**src/rtl/hkm_pkg.sv**
```systemverilog
package hkm_pkg;

    localparam int HK_SLOTS = 512;
    localparam int HK_AW = $clog2(HK_SLOTS);

    // request codes
    localparam logic [2:0] REQ_LOAD      = 3'd0;
    localparam logic [2:0] REQ_BIND_BTN  = 3'd1;
    localparam logic [2:0] REQ_BIND_AXIS = 3'd2;
    localparam logic [2:0] REQ_CLEAR     = 3'd3;
    localparam logic [2:0] REQ_DOWN      = 3'd4;
    localparam logic [2:0] REQ_PRESSED   = 3'd5;
    localparam logic [2:0] REQ_RELEASED  = 3'd6;

    // configuration register indexes
    localparam logic [1:0] CFG_LEFT_DZ  = 2'd0;
    localparam logic [1:0] CFG_RIGHT_DZ = 2'd1;
    localparam logic [1:0] CFG_TRIG_DZ  = 2'd2;

    // axis selector codes for the triggers
    localparam logic [3:0] AXIS_LT = 4'd8;
    localparam logic [3:0] AXIS_RT = 4'd9;

    localparam logic [14:0] STICK_FULL = 15'd32767;
    localparam logic [14:0] TRIG_FULL  = 15'd255;
    localparam logic [16:0] Q_ONE      = 17'd32768;

    typedef struct packed {
        logic [2:0]         req_type;
        logic [8:0]         hotkey;
        logic [15:0]        button_mask;
        logic [3:0]         axis_sel;
        logic [15:0]        threshold;
        logic [15:0]        buttons;
        logic signed [15:0] left_x;
        logic signed [15:0] left_y;
        logic signed [15:0] right_x;
        logic signed [15:0] right_y;
        logic [7:0]         left_trigger;
        logic [7:0]         right_trigger;
    } hkm_req_t;

    typedef struct packed {
        logic active;
        logic bound;
    } hkm_rsp_t;

    typedef struct packed {
        logic        valid;
        logic        is_axis;
        logic [15:0] mask;
        logic [3:0]  axis;
        logic [16:0] thr;
    } hkm_entry_t;

    typedef struct packed {
        logic [15:0] buttons;
        logic [15:0] lx;
        logic [15:0] ly;
        logic [15:0] rx;
        logic [15:0] ry;
        logic [7:0]  lt;
        logic [7:0]  rt;
    } hkm_pad_t;

    typedef struct packed {
        logic [14:0] left;
        logic [14:0] right;
        logic [7:0]  trig;
    } hkm_dz_t;

    typedef struct packed {
        logic             rd_en;
        logic [HK_AW-1:0] rd_addr;
        logic [HK_AW-1:0] wr_addr;
        logic             bind_we;
        hkm_entry_t       bind_data;
        logic             down_we;
        logic             down_bit;
    } hkm_store_cmd_t;

endpackage

```
**src/rtl/hkm_match.sv**
```systemverilog
module hkm_match
    import hkm_pkg::*;
(
    input  logic       clk,
    input  hkm_entry_t entry,
    input  hkm_pad_t   pad,
    input  hkm_dz_t    dz,
    output logic       down
);

    logic [15:0] raw;
    logic [15:0] mag;
    logic [14:0] dz_sel;
    logic [14:0] full;
    logic [14:0] span;
    logic        above_c;
    logic [15:0] diff_c;
    logic [31:0] prod_c;

    logic        valid_reg;
    logic        is_axis_reg;
    logic        btn_reg;
    logic        above_reg;
    logic        thr_zero_reg;
    logic [15:0] diff_reg;
    logic [31:0] prod_reg;

    // directional magnitude and dead zone of the bound axis
    always_comb
    begin
        raw    = '0;
        mag    = '0;
        dz_sel = '0;
        full   = STICK_FULL;
        if (!entry.axis[3])
        begin
            unique case (entry.axis[2:1])
                2'b00: raw = pad.lx;
                2'b01: raw = pad.ly;
                2'b10: raw = pad.rx;
                2'b11: raw = pad.ry;
                default: raw = '0;
            endcase
            dz_sel = entry.axis[2] ? dz.right : dz.left;
            // opposite side of the chosen direction reads as zero
            if (raw[15] == entry.axis[0])
            begin
                mag = raw[15] ? 16'(17'h10000 - 17'(raw)) : raw;
            end
        end
        else if (entry.axis == AXIS_LT)
        begin
            mag    = {8'b0, pad.lt};
            dz_sel = {7'b0, dz.trig};
            full   = TRIG_FULL;
        end
        else if (entry.axis == AXIS_RT)
        begin
            mag    = {8'b0, pad.rt};
            dz_sel = {7'b0, dz.trig};
            full   = TRIG_FULL;
        end
    end

    assign above_c = mag > {1'b0, dz_sel};
    assign diff_c  = mag - {1'b0, dz_sel};
    assign span    = (full > dz_sel) ? (full - dz_sel) : '0;
    assign prod_c  = {15'b0, entry.thr} * {17'b0, span};

    always_ff @(posedge clk)
    begin
        valid_reg    <= entry.valid;
        is_axis_reg  <= entry.is_axis;
        btn_reg      <= |(pad.buttons & entry.mask);
        above_reg    <= above_c;
        thr_zero_reg <= (entry.thr == '0);
        diff_reg     <= diff_c;
        prod_reg     <= prod_c;
    end

    // (mag - dz) * 32768 >= thr * (full - dz)
    assign down = valid_reg & (is_axis_reg
                  ? (above_reg ? ({1'b0, diff_reg, 15'b0} >= prod_reg) : thr_zero_reg)
                  : btn_reg);

endmodule

```
**config.mk**
```make
export PLATFORM = sky130hd
export DESIGN_NAME = hkm_match
export DESIGN_NICKNAME = d
export VERILOG_FILES = /design/src/rtl/hkm_pkg.sv /design/src/rtl/hkm_match.sv
export SDC_FILE = /design/constraint.sdc
export NUM_CORES = 1
export LEC_CHECK = 0
export BUFFER_PORTS_ARGS = -buffer_cell sky130_fd_sc_hd__buf_2
export CAP_MARGIN = 5
export CELL_PAD_IN_SITES_DETAIL_PLACEMENT = 0
export CELL_PAD_IN_SITES_GLOBAL_PLACEMENT = 1
export CORE_UTILIZATION = 39
export CTS_CLUSTER_DIAMETER = 50
export DETAILED_ROUTE_END_ITERATION = 10
export GPL_ROUTABILITY_DRIVEN = 0
export PLACE_DENSITY_LB_ADDON = 0.2
export SYNTH_ARGS = -nofsm -noshare
export SYNTH_HDL_FRONTEND = slang
export SYNTH_SLANG_ARGS = --single-unit
export TNS_END_PERCENT = 10
```
**constraint.sdc**
```tcl
create_clock -name clk -period 9.49 [get_ports clk]
set_clock_uncertainty 0.05 [all_clocks]
set_input_delay 1.4235 -clock clk [delete_from_list [all_inputs] [get_ports clk]]
set_output_delay 1.4235 -clock clk [all_outputs]
set_load 0.01 [all_outputs]
```
# After elaboration in Yosys (flattened, before gate mapping)
# Cells that the tools add are included.
# classes
eq_ne	6
n_mul	1
n_reduce_logical	3
n_addsub	3
muxes	17
n_bitwise	2
magnitude_cmp	3
# ops
operator	n
15-bit 2-to-1 mux	6
16-bit 2-to-1 mux	4
16-bit case mux with 4 select lines	1
31-bit by 32-bit >= comparator with 1-bit output	1
17-bit by 15-bit multiplier with 32-bit output	1
8-bit 2-to-1 mux	4
17-bit zero test	1
16-bit bitwise AND	1
16-bit by 15-bit > comparator with 1-bit output	1
16-bit OR reduction	1
1-bit by 16-bit subtractor with 16-bit output, first input constant	1
16-bit by 15-bit subtractor with 16-bit output	1
15-bit > comparator	1
15-bit subtractor	1
4-bit == test, second input constant	2
2-bit == test, second input constant	2
2-bit by 1-bit == test with 1-bit output, second input constant	1
2-bit zero test	1
1-bit 2-to-1 mux	2
1-bit bitwise AND	1
1-bit == test	1
# totals
ff_bits	53
word_cells	42
out_inout_bits	1
in_bits	174

# Depth between registers and ports, before layout
# depth
word_depth	8
mapped_depth	34
depth_no_buf	31

# Worst setup path after synthesis
# No wires, ideal clock.
# synth_path
path_type	input to register
startpoint	in entry[19] (netlist bit)
endpoint	reg prod_reg[28]
path_buffers	4
slack_ns	-0.475
arrival_ns	9.852
stages	34
required_time_ns	9.377
setup_ns	0.063
path_cell_list	buf_6 buf_12 buf_4 mux2i_1 nor2_1 ha_1 inv_1 nor2_1 a41oi_1 nor4_4 nor2_4 buf_6 and2_4 fa_1 inv_1 fa_1 inv_1 fa_1 inv_1 fa_1 inv_1 fa_1 inv_1 fa_1 inv_1 ha_1 and4_1 a21oi_1 nand2_1 o32a_1 a2111oi_0 o21ai_0 a2111oi_0 nand3b_1
# synth_via
elab_chain_cells	7
word_cells_on_any_way	13
classes_between	add/sub: 1; mul: 1; order compare: 1; eq/ne: 2; mux: 8
# synth_rtl
item	line	text
from (decl)	hkm_match.sv:5	input hkm_entry_t entry,
4-bit == test	hkm_match.sv:57	else if (entry.axis == AXIS_RT)
8-bit 2-to-1 mux / 15-bit 2-to-1 mux (equally long branches)	hkm_match.sv:57	
8-bit 2-to-1 mux / 15-bit 2-to-1 mux (equally long branches)	hkm_match.sv:51	else if (entry.axis == AXIS_LT)
15-bit 2-to-1 mux	hkm_match.sv:35	if (!entry.axis[3])
15-bit subtractor / 15-bit > comparator (equally long branches)	hkm_match.sv:67	assign span = (full > dz_sel) ? (full - dz_sel) : '0;
15-bit 2-to-1 mux (*)	hkm_match.sv:67	
17-bit by 15-bit multiplier with 32-bit output (*)	hkm_match.sv:68	assign prod_c = {15'b0, entry.thr} * {17'b0, span};
via prod_c[28]	hkm_match.sv:18	logic [31:0] prod_c;
to (signal assigned)	hkm_match.sv:78	prod_reg <= prod_c;
to (decl)	hkm_match.sv:26	logic [31:0] prod_reg;
# The timed path passes the listed nets; every way through them passes the cells marked *.

# Worst setup path after layout
# Same ends and word-level chain as after synthesis.

==> reports/results.ini <==
[global_route]
antenna_found_initial=3
grtUsageTotal=0.219
grt_max_degree=21
grt_pass1_vias=10600
grt_pass1_wl_um=56300
grt_overflow=0

[cts]
cts_root_buf=clkbuf_16
cts_hold_buf=0
cts_resized=0
cts_sinks=53
h-tree-depth=2
cts_buffers=5
clk_pin_slew_ns=0.08
tritoncts=done
cts_buffer_depth=2
cts_setup_buffers=0

[floorplanning]
chipHeight_um=181
die_w_um=181
fp.dieArea_sq_um=32800
coreArea_sq_um=31600
initial_utilization=0.396
fp-row-count=65
boundaryPins=175

[synth]
ys.flop_type=dfxtp_1
yosys_register_bits=53
synthesis.nets=1904
yosysTopAreaCell=fa_1
yosysSeqAreaShare=0.0849
syn_area_sq_um=12500
syn_inst=1407
synth.area.top_cells=fa_1, ha_1, dfxtp_1
synth_top_area_frac=0.311
async_reset_ff_frac=0
synth_cell_types=82
synth_edf_count=0
yosysWarningCount=0
syn_avg_cell_area_sq_um=8.88

[hold_path]
hp-class=in -> reg
hold_path_depth=1
min-delay-start=entry[37]
hold_path_end=is_axis_reg

[setup_path]
critPathSlowestCell=fa_1
critPathArrivalTime_ns=9.17
worstSetupPathType=in -> reg
cpMostUsedCell=fa_1
start_kind=input port
critPathRequiredTime_ns=9.68
worst-path-max-fanout=17
slowest_delay_ns=0.52
cp-end-kind=flop

[finish]
synthToLayoutAreaGrowth_pct=11.8
final_common_cell=inv_1
largest_register_ffs=32
layout-drive-gt1-share=0.175
fin_cells=1966
nets=2059
layout_common_cells=inv_1, fa_1, buf_2, nand2_1, ha_1

[sta]
slew_headroom=0.490
fin_setup_tns_ns=0
slew_viol_final=0
period_minus_slack_ns=8.98
hold_viol=0
clock.fmax_mhz=111
setup_violations=0
fin_crit_sh=0.946
rsz0062_at_grt=false
tightest_slew_ns=0.758

[detailed_routing]
avgRoutedWirePerCell_um=17.2
drc=0
firstDrtPassIters=6
vias_per_cell=5.11
vias=10000
ant_nets=0
routed_wl_um=33900
drt_iter0_drc=463

[placed_design]
dp_cells=1957
detailed_place_hpwl_um=28200
numPortBuffers=174

[flow_run]
drv_cap=0

[outcome]
status=complete, no violations

cells by family after synthesis:
family          after synthesis  synth area share
simple gates                447             0.197
compound gates              183            0.0962
flops                        53            0.0849
buf+inv                     321             0.105
fa+ha+maj                   323             0.440
xor+xnor                     48            0.0336
mux                          32            0.0428
cell usage after synthesis, drive strengths merged (17+ instances only):
cell type / count
a21oi: 52
and2: 144
buf: 19
clkbuf: 29
dfxtp: 53
fa: 194
ha: 129
inv: 271
nand2: 135
nor2: 65
nor3: 17
o21ai: 33
xnor2: 31
xor2: 17
metal layers:
metal	share of wire	GRT usage	vias up
met1	0.44	0.289	5055
met5	0	0	-
li1	-	-	4820
met2	0.52	0.401	157
met3	0.034	0.0183	17
met4	0.0099	0.0247	0
final cells by class:
cell class,count,area [sq um]
Multi-Input combinational cell,1033,10200
Clock buffer,6,139
Antenna cell,1,2.50
Sequential cell,53,1060
Tap cell,402,503
Inverter,273,1030
Timing Repair Buffer,196,1050
Fill cell,3232,17600
Clock inverter,2,16.3
worst max path at each step:
stage,start,slack [ns],to
after floorplan,entry[19],0.01,prod_reg[28]
after global placement,entry[19],0.32,prod_reg[28]
after detailed placement,entry[19],0.16,prod_reg[28]
after CTS,entry[19],0.47,prod_reg[28]
after global routing,entry[19],0.04,prod_reg[28]
final,entry[19],0.51,prod_reg[28]
metrics by stage:
step           hold WS, ns  setup WS (ns)  utilization  area [sq um]
2_1_floorplan         1.40        0.00998            -         12600
3_3_place_gp          1.48          0.316        0.438         13800
3_5_place_dp          1.48          0.160        0.438         13800
4_1_cts               1.16          0.474        0.443         14000
5_1_grt               1.16         0.0422        0.443         14000
6_report              1.17          0.509        0.443         14000
worst max-delay path, delay by kind of cell:
| kind | cells | cell delay (ns) |
|---|---|---|
| AOI/OAI and AO/OA | 6 | 1.74 |
| adders and majority gates | 8 | 3.67 |
| buffers and inverters | 10 | 1.07 |
| and+or+nand+nor | 8 | 1.25 |
Power is left out: the tool's default activity adds up to more than one toggle a clock period on the data nets, which glitch-free logic cannot reach.
